[src/rtl/vpfa_pkg.sv]
`timescale 1ns / 1ps
// ----------------------------------------------------------------------------
// vpfa_pkg
// Shared types and constants of the free-list placement allocator.
// ----------------------------------------------------------------------------
package vpfa_pkg;

  localparam int MAX_REGIONS = 16;
  localparam int SIZE_W      = 10;
  localparam int IDX_W       = $clog2(MAX_REGIONS);
  localparam int CNT_W       = $clog2(MAX_REGIONS + 1);
  localparam int APB_AW      = 3;
  localparam int APB_DW      = 32;

  localparam logic [0:0] REG_POLICY = 1'b0;

  localparam logic [1:0] MODE_APPEND = 2'd0;
  localparam logic [1:0] MODE_ALLOC  = 2'd1;
  localparam logic [1:0] MODE_CLEAR  = 2'd2;

  localparam logic [1:0] POL_FIRST = 2'd0;
  localparam logic [1:0] POL_NEXT  = 2'd1;
  localparam logic [1:0] POL_BEST  = 2'd2;

  typedef enum logic [2:0] {
    STS_LOADED  = 3'd0,
    STS_PLACED  = 3'd1,
    STS_PERFECT = 3'd2,
    STS_NOFIT   = 3'd3,
    STS_FULL    = 3'd4
  } status_t;

  typedef enum logic [2:0] {
    S_IDLE,
    S_SCAN,
    S_APPLY,
    S_SHIFT,
    S_RESP
  } fsm_t;

  typedef struct packed {
    logic              ge;
    logic              lt;
    logic              zero;
    logic [SIZE_W-1:0] diff;
  } alu_res_t;

endpackage

[src/rtl/vpfa_alu.sv]
`timescale 1ns / 1ps
// ----------------------------------------------------------------------------
// vpfa_alu
// Shared compare and subtract unit used by the scan and the update steps.
// ----------------------------------------------------------------------------
module vpfa_alu (
  input  logic [vpfa_pkg::SIZE_W-1:0] a,
  input  logic [vpfa_pkg::SIZE_W-1:0] b,
  input  logic [vpfa_pkg::SIZE_W-1:0] c,
  output vpfa_pkg::alu_res_t          res
);

  logic [vpfa_pkg::SIZE_W-1:0] diff;

  assign diff     = a - b;
  assign res.ge   = (a >= b);
  assign res.lt   = (a < c);
  assign res.zero = (diff == '0);
  assign res.diff = diff;

endmodule

[src/rtl/variable_partition_fit_allocator.sv]
`timescale 1ns / 1ps
// ----------------------------------------------------------------------------
// variable_partition_fit_allocator
// Free-list allocator with first fit, next fit and best fit placement.
// ----------------------------------------------------------------------------
// append, clear: from idle straight to the response state, no scan
// allocate: one region read per cycle through the shared compare unit in the scan,
//   then the update step, then a shift of later entries down on a perfect fit
// one item at a time: in_stall is high outside the idle state
// reset: policy first fit, list empty, next pointer 0; region store not cleared
module variable_partition_fit_allocator (
  input  logic                              clk,
  input  logic                              rst_n,
  input  logic                              in_valid,
  output logic                              in_stall,
  input  logic [1:0]                        in_mode,
  input  logic [vpfa_pkg::SIZE_W-1:0]       in_size,
  output logic                              out_valid,
  input  logic                              out_stall,
  output logic [2:0]                        out_status,
  output logic [vpfa_pkg::IDX_W-1:0]        out_region_index,
  output logic [vpfa_pkg::SIZE_W-1:0]       out_remaining,
  output logic [vpfa_pkg::CNT_W-1:0]        out_region_count,
  input  logic                              psel,
  input  logic                              penable,
  input  logic                              pwrite,
  input  logic [vpfa_pkg::APB_AW-1:0]       paddr,
  input  logic [vpfa_pkg::APB_DW-1:0]       pwdata,
  output logic [vpfa_pkg::APB_DW-1:0]       prdata,
  output logic                              pready
);

  localparam int IW = vpfa_pkg::IDX_W;
  localparam int CW = vpfa_pkg::CNT_W;
  localparam int SW = vpfa_pkg::SIZE_W;

  vpfa_pkg::fsm_t    state_r, state_nxt;
  vpfa_pkg::status_t res_status_r, res_status_nxt;

  logic [1:0]    policy_r, policy_nxt;
  logic [IW-1:0] nptr_r, nptr_nxt;
  logic [CW-1:0] live_r, live_nxt;
  logic [SW-1:0] size_r, size_nxt;
  logic [IW-1:0] k_r, k_nxt;
  logic [CW-1:0] n_r, n_nxt;
  logic          chk_v_r, chk_v_nxt;
  logic [IW-1:0] chk_idx_r, chk_idx_nxt;
  logic          chk_last_r, chk_last_nxt;
  logic          best_v_r, best_v_nxt;
  logic [IW-1:0] best_idx_r, best_idx_nxt;
  logic [SW-1:0] best_size_r, best_size_nxt;
  logic [IW-1:0] res_idx_r, res_idx_nxt;
  logic [SW-1:0] res_rem_r, res_rem_nxt;

  logic          out_valid_r, out_valid_nxt;
  logic [2:0]    out_status_r, out_status_nxt;
  logic [IW-1:0] out_idx_r, out_idx_nxt;
  logic [SW-1:0] out_rem_r, out_rem_nxt;
  logic [CW-1:0] out_count_r, out_count_nxt;

  logic [SW-1:0] mem [vpfa_pkg::MAX_REGIONS];
  logic [SW-1:0] rd_data_r;
  logic [IW-1:0] rd_addr;
  logic          mem_we;
  logic [IW-1:0] mem_wa;
  logic [SW-1:0] mem_wd;

  logic [SW-1:0]      alu_a, alu_b, alu_c;
  vpfa_pkg::alu_res_t alu_res;

  logic cfg_wr;
  logic is_next;
  logic is_best;

  vpfa_alu u_alu (
    .a   (alu_a),
    .b   (alu_b),
    .c   (alu_c),
    .res (alu_res)
  );

  assign cfg_wr  = psel && penable && pwrite && pready;
  assign pready  = 1'b1;
  assign prdata  = (paddr[2] == vpfa_pkg::REG_POLICY) ?
                   {{(vpfa_pkg::APB_DW-2){1'b0}}, policy_r} : '0;
  assign is_next = (policy_r == vpfa_pkg::POL_NEXT);
  assign is_best = (policy_r == vpfa_pkg::POL_BEST);

  assign in_stall         = (state_r != vpfa_pkg::S_IDLE);
  assign out_valid        = out_valid_r;
  assign out_status       = out_status_r;
  assign out_region_index = out_idx_r;
  assign out_remaining    = out_rem_r;
  assign out_region_count = out_count_r;

  // region store
  always_ff @(posedge clk) begin
    if (mem_we) begin
      mem[mem_wa] <= mem_wd;
    end
    rd_data_r <= mem[rd_addr];
  end

  always_ff @(posedge clk) begin
    if (!rst_n) begin
      state_r     <= vpfa_pkg::S_IDLE;
      policy_r    <= vpfa_pkg::POL_FIRST;
      nptr_r      <= '0;
      live_r      <= '0;
      chk_v_r     <= 1'b0;
      out_valid_r <= 1'b0;
    end else begin
      state_r     <= state_nxt;
      policy_r    <= policy_nxt;
      nptr_r      <= nptr_nxt;
      live_r      <= live_nxt;
      chk_v_r     <= chk_v_nxt;
      out_valid_r <= out_valid_nxt;
    end
  end

  always_ff @(posedge clk) begin
    size_r       <= size_nxt;
    k_r          <= k_nxt;
    n_r          <= n_nxt;
    chk_idx_r    <= chk_idx_nxt;
    chk_last_r   <= chk_last_nxt;
    best_v_r     <= best_v_nxt;
    best_idx_r   <= best_idx_nxt;
    best_size_r  <= best_size_nxt;
    res_status_r <= res_status_nxt;
    res_idx_r    <= res_idx_nxt;
    res_rem_r    <= res_rem_nxt;
    out_status_r <= out_status_nxt;
    out_idx_r    <= out_idx_nxt;
    out_rem_r    <= out_rem_nxt;
    out_count_r  <= out_count_nxt;
  end

  always_comb begin
    state_nxt      = state_r;
    policy_nxt     = policy_r;
    nptr_nxt       = nptr_r;
    live_nxt       = live_r;
    size_nxt       = size_r;
    k_nxt          = k_r;
    n_nxt          = n_r;
    chk_v_nxt      = chk_v_r;
    chk_idx_nxt    = chk_idx_r;
    chk_last_nxt   = chk_last_r;
    best_v_nxt     = best_v_r;
    best_idx_nxt   = best_idx_r;
    best_size_nxt  = best_size_r;
    res_status_nxt = res_status_r;
    res_idx_nxt    = res_idx_r;
    res_rem_nxt    = res_rem_r;
    out_valid_nxt  = out_valid_r && out_stall;
    out_status_nxt = out_status_r;
    out_idx_nxt    = out_idx_r;
    out_rem_nxt    = out_rem_r;
    out_count_nxt  = out_count_r;
    rd_addr        = k_r;
    mem_we         = 1'b0;
    mem_wa         = chk_idx_r;
    mem_wd         = rd_data_r;
    alu_a          = rd_data_r;
    alu_b          = size_r;
    alu_c          = best_size_r;

    if (cfg_wr && (paddr[2] == vpfa_pkg::REG_POLICY)) begin
      policy_nxt = pwdata[1:0];
      nptr_nxt   = '0;
    end

    case (state_r)
      vpfa_pkg::S_IDLE: begin
        if (in_valid) begin
          size_nxt    = in_size;
          res_idx_nxt = '0;
          res_rem_nxt = '0;
          state_nxt   = vpfa_pkg::S_RESP;
          case (in_mode)
            vpfa_pkg::MODE_APPEND: begin
              if (live_r == CW'(vpfa_pkg::MAX_REGIONS)) begin
                res_status_nxt = vpfa_pkg::STS_FULL;
              end else begin
                mem_we         = 1'b1;
                mem_wa         = live_r[IW-1:0];
                mem_wd         = in_size;
                live_nxt       = live_r + CW'(1);
                res_status_nxt = vpfa_pkg::STS_LOADED;
                res_idx_nxt    = live_r[IW-1:0];
              end
            end
            vpfa_pkg::MODE_ALLOC: begin
              if (live_r == '0) begin
                res_status_nxt = vpfa_pkg::STS_NOFIT;
              end else begin
                k_nxt      = (is_next && (CW'(nptr_r) < live_r)) ? nptr_r : '0;
                n_nxt      = '0;
                chk_v_nxt  = 1'b0;
                best_v_nxt = 1'b0;
                state_nxt  = vpfa_pkg::S_SCAN;
              end
            end
            vpfa_pkg::MODE_CLEAR: begin
              live_nxt       = '0;
              res_status_nxt = vpfa_pkg::STS_LOADED;
            end
            default: begin
              res_status_nxt = vpfa_pkg::STS_LOADED;
            end
          endcase
        end
      end

      vpfa_pkg::S_SCAN: begin
        chk_v_nxt = 1'b0;
        if (n_r < live_r) begin
          rd_addr      = k_r;
          k_nxt        = ((CW'(k_r) + CW'(1)) == live_r) ? '0 : k_r + IW'(1);
          n_nxt        = n_r + CW'(1);
          chk_v_nxt    = 1'b1;
          chk_idx_nxt  = k_r;
          chk_last_nxt = ((n_r + CW'(1)) == live_r);
        end
        if (chk_v_r) begin
          if (is_best) begin
            if (alu_res.ge && (!best_v_r || alu_res.lt)) begin
              best_v_nxt    = 1'b1;
              best_idx_nxt  = chk_idx_r;
              best_size_nxt = rd_data_r;
            end
            if (chk_last_r) begin
              chk_v_nxt = 1'b0;
              if (best_v_r || alu_res.ge) begin
                state_nxt = vpfa_pkg::S_APPLY;
              end else begin
                res_status_nxt = vpfa_pkg::STS_NOFIT;
                state_nxt      = vpfa_pkg::S_RESP;
              end
            end
          end else if (alu_res.ge) begin
            best_idx_nxt  = chk_idx_r;
            best_size_nxt = rd_data_r;
            if (is_next) begin
              nptr_nxt = chk_idx_r;
            end
            chk_v_nxt = 1'b0;
            state_nxt = vpfa_pkg::S_APPLY;
          end else if (chk_last_r) begin
            chk_v_nxt      = 1'b0;
            res_status_nxt = vpfa_pkg::STS_NOFIT;
            state_nxt      = vpfa_pkg::S_RESP;
          end
        end
      end

      vpfa_pkg::S_APPLY: begin
        alu_a       = best_size_r;
        res_idx_nxt = best_idx_r;
        if (!alu_res.zero) begin
          mem_we         = 1'b1;
          mem_wa         = best_idx_r;
          mem_wd         = alu_res.diff;
          res_status_nxt = vpfa_pkg::STS_PLACED;
          res_rem_nxt    = alu_res.diff;
          state_nxt      = vpfa_pkg::S_RESP;
        end else begin
          res_status_nxt = vpfa_pkg::STS_PERFECT;
          res_rem_nxt    = '0;
          if ((CW'(best_idx_r) + CW'(1)) < live_r) begin
            n_nxt     = CW'(best_idx_r) + CW'(1);
            chk_v_nxt = 1'b0;
            state_nxt = vpfa_pkg::S_SHIFT;
          end else begin
            live_nxt  = live_r - CW'(1);
            state_nxt = vpfa_pkg::S_RESP;
          end
        end
      end

      vpfa_pkg::S_SHIFT: begin
        chk_v_nxt = 1'b0;
        if (n_r < live_r) begin
          rd_addr      = n_r[IW-1:0];
          n_nxt        = n_r + CW'(1);
          chk_v_nxt    = 1'b1;
          chk_idx_nxt  = n_r[IW-1:0];
          chk_last_nxt = ((n_r + CW'(1)) == live_r);
        end
        if (chk_v_r) begin
          mem_we = 1'b1;
          mem_wa = chk_idx_r - IW'(1);
          mem_wd = rd_data_r;
          if (chk_last_r) begin
            chk_v_nxt = 1'b0;
            live_nxt  = live_r - CW'(1);
            state_nxt = vpfa_pkg::S_RESP;
          end
        end
      end

      vpfa_pkg::S_RESP: begin
        if (!out_valid_r || !out_stall) begin
          out_valid_nxt  = 1'b1;
          out_status_nxt = res_status_r;
          out_idx_nxt    = res_idx_r;
          out_rem_nxt    = res_rem_r;
          out_count_nxt  = live_r;
          state_nxt      = vpfa_pkg::S_IDLE;
        end
      end

      default: begin
        state_nxt = vpfa_pkg::S_IDLE;
      end
    endcase
  end

endmodule

[config.mk]
export PLATFORM = sky130hd
export DESIGN_NAME = variable_partition_fit_allocator
export DESIGN_NICKNAME = d
export VERILOG_FILES = /design/src/rtl/vpfa_pkg.sv /design/src/rtl/vpfa_alu.sv /design/src/rtl/variable_partition_fit_allocator.sv
export SDC_FILE = /design/constraint.sdc
export NUM_CORES = 1
export LEC_CHECK = 0
export ABC_CLOCK_PERIOD_IN_PS = 11700
export BUFFER_PORTS_ARGS = -buffer_cell sky130_fd_sc_hd__buf_4
export CORE_MARGIN = 5
export CORE_UTILIZATION = 45
export CTS_CLUSTER_SIZE = 8
export DETAILED_ROUTE_END_ITERATION = 7
export GPL_ROUTABILITY_DRIVEN = 0
export PLACE_DENSITY = 0.7
export SYNTH_ARGS = -nofsm -noshare
export SYNTH_HDL_FRONTEND = slang
export SYNTH_SLANG_ARGS = --single-unit
[constraint.sdc]
create_clock -name clk -period 11.7 [get_ports clk]
set_input_delay 0.585 -clock clk [delete_from_list [all_inputs] [get_ports clk]]
set_output_delay 0.585 -clock clk [all_outputs]
set_load 0.005 [all_outputs]
Word level (Yosys, flattened, before mapping):

Memories as Yosys holds them, arrays and structs flattened. A register that Yosys moved wholly into a read port is not among the register bits.
Cells that the tools add are included.
Widths: inputs -> output; s select.

* output and inout port bits: 57
* bits in latches: 0
* bits in writable memories: 160
* memories kept: 1
* bits in registers: 94
* bits in read-only memories: 0

* shifts and indexed selects: 0
* $lt $le $gt $ge: 5
* muxes and demuxes: 111
* reductions and logical operators: 39
* equality and inequality tests: 34
* add/subtract/negate cells: 8
* divide/modulo/power cells: 0
* multiply operators: 0
* bitwise gates (word level): 1

Memories
* mem: depth 16, width 10, rd ports 1, clocked after Yosys merged registers in 1, wr ports 1, line variable_partition_fit_allocator.sv:61 `logic [SW-1:0] mem [vpfa_pkg::MAX_REGIONS];`

Operator list (count)
* $mux 4: 27
* $mux 10: 10
* $mux 3: 22
* $mux 5: 12
* $pmux 10 s2: 2
* $pmux 5 s3: 2
* $ne 2x2->1 const B: 13
* $pmux 4 s2: 3
* $mux 1: 23
* $ne 3x3->1 const B: 6
* $reduce_and 8->1: 2
* $pmux 3 s5: 1
* $reduce_and 7->1: 2
* $pmux 4 s3: 1
* $reduce_bool 3->1: 4
* $add 4x1->5 const B: 2
* $add 5x1->5 const B: 2
* $eq 5x5->1: 2
* $ge 10x10->1: 1
* $logic_not 10->1: 1
* $lt 10x10->1: 1
* $lt 5x5->1: 2
* $pmux 5 s2: 1
* $reduce_and 5->1: 2
* other kinds (33): 54

Longest topological paths before layout:

* word-level depth: 9
* mapped depth: 18
* gate-level depth less buffers: 14

Modules after synthesis:

A second synthesis with hierarchy kept.

* cell total of the unflattened synthesis: 958
* area, all modules: 12414.4 µm²

By module, submodules not included
* variable_partition_fit_allocator: seq. area each 7667.4 µm², area each 11629.9 µm², cells an instance 848, instances 1
* vpfa_alu: seq. area each 0.0 µm², area each 784.5 µm², cells an instance 110, instances 1

Least setup slack after synthesis:

OpenSTA, ideal clock, no wires.

* kind: register to register
* start: reg state_r[1]
* end: mem mem[2][0] (netlist name) (enable)
* library setup time: 392 ps
* stages on the path, launching flop included: 15
* arrival time: 4764 ps
* period minus slack after synthesis: 5156 ps
* path buffers: 2
* slack: 6544 ps
* data required time: 11308 ps
* cell sequence: dfxtp_1 > buf_2 > nor3b_2 > clkbuf_1 > mux2i_1 > ha_1 > fa_1 > nand2b_1 > a21oi_1 > xnor2_1 > nand4_1 > nor4b_4 > mux2_4 > a21o_2 > nor3b_1

* longest elaborated chain between the ends: 8
* elaborated cells between the ends (all ways): 12
* those cells by class: add/sub (1); eq/ne (2); mux (7); reduce/logical (2)

Ends and longest elaborated chain
* from (decl): line variable_partition_fit_allocator.sv:37 `vpfa_pkg::fsm_t state_r, state_nxt;`
* from (signal assigned): line variable_partition_fit_allocator.sv:106 `state_r <= vpfa_pkg::S_IDLE;`
* from (signal assigned): line variable_partition_fit_allocator.sv:113 `state_r <= state_nxt;`
* $eq 3x2->1: line variable_partition_fit_allocator.sv:175 `case (state_r)`
* $mux 10: line variable_partition_fit_allocator.sv:175
* $sub 10x10->10: line vpfa_alu.sv:15 `assign diff = a - b;`
* $logic_not 10->1: line vpfa_alu.sv:18 `assign res.zero = (diff == '0);`
* $mux 1: line variable_partition_fit_allocator.sv:262 `if (!alu_res.zero) begin`
* $pmux 1 s3: line variable_partition_fit_allocator.sv:175
* $mux 1: line variable_partition_fit_allocator.sv:98 `if (mem_we) begin`
* $mux 1 (not written as such): line variable_partition_fit_allocator.sv:99 `mem[mem_wa] <= mem_wd;`
* to (decl): line variable_partition_fit_allocator.sv:61

Several ways; a longest one is shown, not always the timed one.

Worst setup path in the final report:

* start: reg state_r[0]
* end: mem mem[12][1] (netlist name) (enable)

The elaborated chain is that of the path after synthesis.

==> summary.md <==
Path class of the lowest-slack min-delay path: in2reg. After the last flow step, the layout net total stands at 1,049. The horizontal extent of the die came out at 176.4 um. Among all flip-flop cells after synthesis, the most frequent one is sky130_fd_sc_hd__edfxtp_1.

TritonCTS built the clock tree. Summed over all nets, the half-perimeter wirelength after detailed placement is 18,200 um. The run gives 85 as the number of unique standard cell types used by synthesis. Setup repair after global routing left no endpoint under its margin. The number of hold buffers added after CTS was 0. The initialized floorplan defines 61 standard-cell rows.

The vertical die dimension was 176.4 um; the achievable frequency was 180.8 MHz. Number of DRC markers after the initial detailed-route iteration: 870. Traced cell by cell, the critical path runs through nor2_1, nand2_1, o21ai_0, inv_1, fa_1, nand2b_1, a21oi_1, xnor2_1, nand4_1, nor4b_4, mux2_4, a21o_2, nor3b_2. In this run the cell area of the synthesized design comes to 12,460 sq um. The number of failing hold endpoints at the final stage is 0, and the final-layout setup total negative slack is 0 ns. Cells with a size suffix above 1 make up 19.20% of the layout. Measured on the finished design, the core utilization comes to 51.76%. STA classifies the critical path endpoint as a flip-flop. In this run the cell area measured after placement is 13,150 sq um.

Area of the die: 31,120 sq um. The type of the worst setup path is reg2reg. The tools report the post-synthesis sequential area ratio as 61.54%. The quantity of I/O buffers inserted on ports is 47. 111 I/O pins were placed. The post-layout total power was 0.002306 W; the number of global-route vias before repair was 7,445. The run gives 11.86 ns as the endpoint required time on the critical path. Among all cell types in the netlist, the one instantiated most often is sky130_fd_sc_hd__edfxtp_1. For this design the ratio of total power to cell area is 161.7 nW/um^2. For the highest ir drop seen on vdd, the log shows 100.6 uV. The tools report the global-route congestion overflow total as 0. The run gives 17.04% as the total global routing track utilization. The gate family responsible for the most delay along the worst path was simple AND/OR/NAND/NOR gates. The region available for standard cell placement spans 27,550 sq um.

The total non-filler cell area in the finished layout was 14,260 sq um. After detailed routing, the average wire length per cell comes to 19.94 um. Total of flip-flops plus latches after synthesis: 264.

For the number of setup buffers added after CTS, the log shows 0. The flow ran to the end, and the final reports show no timing, DRC or antenna violations. Of all cell types, the one taking the most synthesized area is sky130_fd_sc_hd__edfxtp_1.

Ranked by total cell area, the synthesized netlist is headed by sky130_fd_sc_hd__edfxtp_1 (57%), sky130_fd_sc_hd__mux4_2 (7.2%), sky130_fd_sc_hd__dfxtp_1 (4.2%). In this run the tightest slew margin relative to its limit is 26.49%. Clock-pin slew was measured on the worst setup and hold paths at 0.05 ns.

The longest clock path from root to sink contains 3 buffers. Before antenna repair, the detailed router went through 5 iterations. Entering global routing, the biggest net connects 41 pins. The final layout contains routed wiring with a total length of 27,060 um.

The area fraction of the dominant cell type after synthesis is 57.36%, and the slew at the pin with the worst max-slew slack is 1.099 ns. Once detail routing completed, the nets flagged for antenna violations numbered 0. For the worst setup path, the data arrival time is 5.69 ns. On the critical path, the stage with the largest delay is an instance of sky130_fd_sc_hd__nor3b_2. The worst setup path is launched from a flip-flop. Clock tree synthesis found a total of 264 sinks. The static power due to leakage was 5.068 nW; the fraction of registers with async set or reset after synthesis was 0%. The initial antenna violation count was 0; the maximum single-stage delay on the critical path was 0.74 ns.

Setup violations remaining at the end of the flow were counted as 0. The tree is rooted in a sky130_fd_sc_hd__clkbuf_16. The first global-routing pass estimated 41,410 um of wire. The via count of the routed design was 7,642. The number of buffer and inverter stages on the critical path is 1. The insertion delay to the later sink of the worst-skew pair was 0.54 ns. In the routed layout, each cell is associated on average with a via count of 5.632.

Once the floorplan was initialized, standard cells occupied 45.22% of the core. The commonest cells after synthesis are sky130_fd_sc_hd__edfxtp_1 (238), sky130_fd_sc_hd__nand2_1 (59), sky130_fd_sc_hd__inv_1 (50), sky130_fd_sc_hd__nor2_1 (49), sky130_fd_sc_hd__mux4_2 (40). The area growth from synthesis to layout is 14.46%. Once the clock tree was built, the resizer swapped 0 gates to a different size. Counting flops with a built-in enable in the synthesized netlist gives 238.

A synthesized cell averages 14.05 sq um. The tightest hold path in the finished design has a slack of 0.2514 ns. For this run, design rule violations remaining after detail routing come to 0. For the clock skew, the log shows 0.02712 ns. The depth of the CTS H-tree was 2; the highest fanout seen on the critical path was 15. For the number of standard cells after synthesis, the log shows 887. The logs give 38 for the number of buffers created by CTS and 0 for the antenna diode count.

Yosys printed 0 warnings. For the max-slew violation total from the final report, the log shows 0. The run gives 0 as the max-cap check violation count. The ratio of final minimum period to clock period was 47.26%. The clock period could shrink to 5.530 ns.
-- cells in the final DEF (no fill, tap or decap), types with 7 or more instances in the layout --
cell type                     n
sky130_fd_sc_hd__and3_1      10
sky130_fd_sc_hd__inv_1       50
sky130_fd_sc_hd__nor2b_1     11
sky130_fd_sc_hd__xor2_1       7
sky130_fd_sc_hd__ha_1        38
sky130_fd_sc_hd__nand3_1     23
sky130_fd_sc_hd__clkbuf_1    22
sky130_fd_sc_hd__o21ai_0     34
sky130_fd_sc_hd__nor2_1      49
sky130_fd_sc_hd__a22oi_1     21
sky130_fd_sc_hd__a21oi_1     21
sky130_fd_sc_hd__dfxtp_1     26
sky130_fd_sc_hd__buf_4       62
sky130_fd_sc_hd__conb_1      31
sky130_fd_sc_hd__a221o_1      9
sky130_fd_sc_hd__edfxtp_1   238
sky130_fd_sc_hd__clkbuf_16   38
sky130_fd_sc_hd__nand2_1     59
sky130_fd_sc_hd__mux2_2       7
sky130_fd_sc_hd__a211oi_1     9
sky130_fd_sc_hd__mux4_2      40
sky130_fd_sc_hd__o21a_1       7
sky130_fd_sc_hd__xnor2_1     11
sky130_fd_sc_hd__nor3_1      16
sky130_fd_sc_hd__o22ai_1     12
-- power breakdown --
part / switching [W] / internal, W / total (W)
registers: 0.0000195 / 0.00107 / 0.00109
logic: 0.000132 / 0.0000784 / 0.000211
clock network: 0.000394 / 0.000609 / 0.00100
total: 0.000546 / 0.00176 / 0.00231
-- state kept, by name, indices dropped and copies added, names as in the netlist, 2 cells and up --
signal,count
out_status,3
out_region_index,4
policy_r,2
best_idx_r,4
n_r,5
res_status_r,3
rd_data_r,10
out_remaining,10
alu_c,10
res_idx_r,4
chk_idx_r,4
nptr_r,4
mem,160
alu_b,10
k_r,4
live_r,5
out_region_count,5
state_r,3
res_rem_r,10
-- cell families after synthesis --
group	count (synthesis)	share of synthesized area [%]
flip-flops	264	61.54
XOR/XNOR	18	1.265
multiplexers	56	8.626
AND/OR/NAND/NOR	212	8.958
buffers and inverters	113	4.649
adder cells (fa/ha/maj)	39	3.977
other	2	0.06028
AO/OA/AOI/OAI	183	10.93
-- path summary, 6_finish.rpt --
check / start / end / slack [ns] / depth (start not counted)
max: state_r[0] / mem[12][1] / 6.17 / 13
min: in_size[0] / alu_b[0] / 0.25 / 1
max reg2reg: state_r[0] / mem[12][1] / 6.17 / 13
min reg2reg: res_rem_r[9] / out_remaining[9] / 0.41 / 0
-- layer usage --
layer	routed length, um	vias up	track usage (%)
met5	0	-	0
met4	722	0	5.642
met3	2049	58	2.912
met2	12800	339	27.25
met1	11490	3710	23.94
li1	-	3535	-
-- stage by stage --
| step | setup WS [ns] | cells |
|---|---|---|
| after floorplan | 6.544 | 916 |
| after global placement | 6.165 | 1294 |
| after detailed placement | 6.155 | 1294 |
| after CTS | 6.141 | 1357 |
| after global routing | 5.729 | 1357 |
| final | 6.170 | 1357 |
-- area by class of cell --
cell class | instances | area, sq um
clock buffer | 60 | 1033
tap | 378 | 473.0
timing repair buffer | 62 | 465.4
inverter | 51 | 191.4
sequential | 264 | 7667
clock inverter | 3 | 80.08
multi-input combinational | 539 | 4350
fill | 2248 | 13290
No activity file was read; power rests on OpenSTA's default activity.
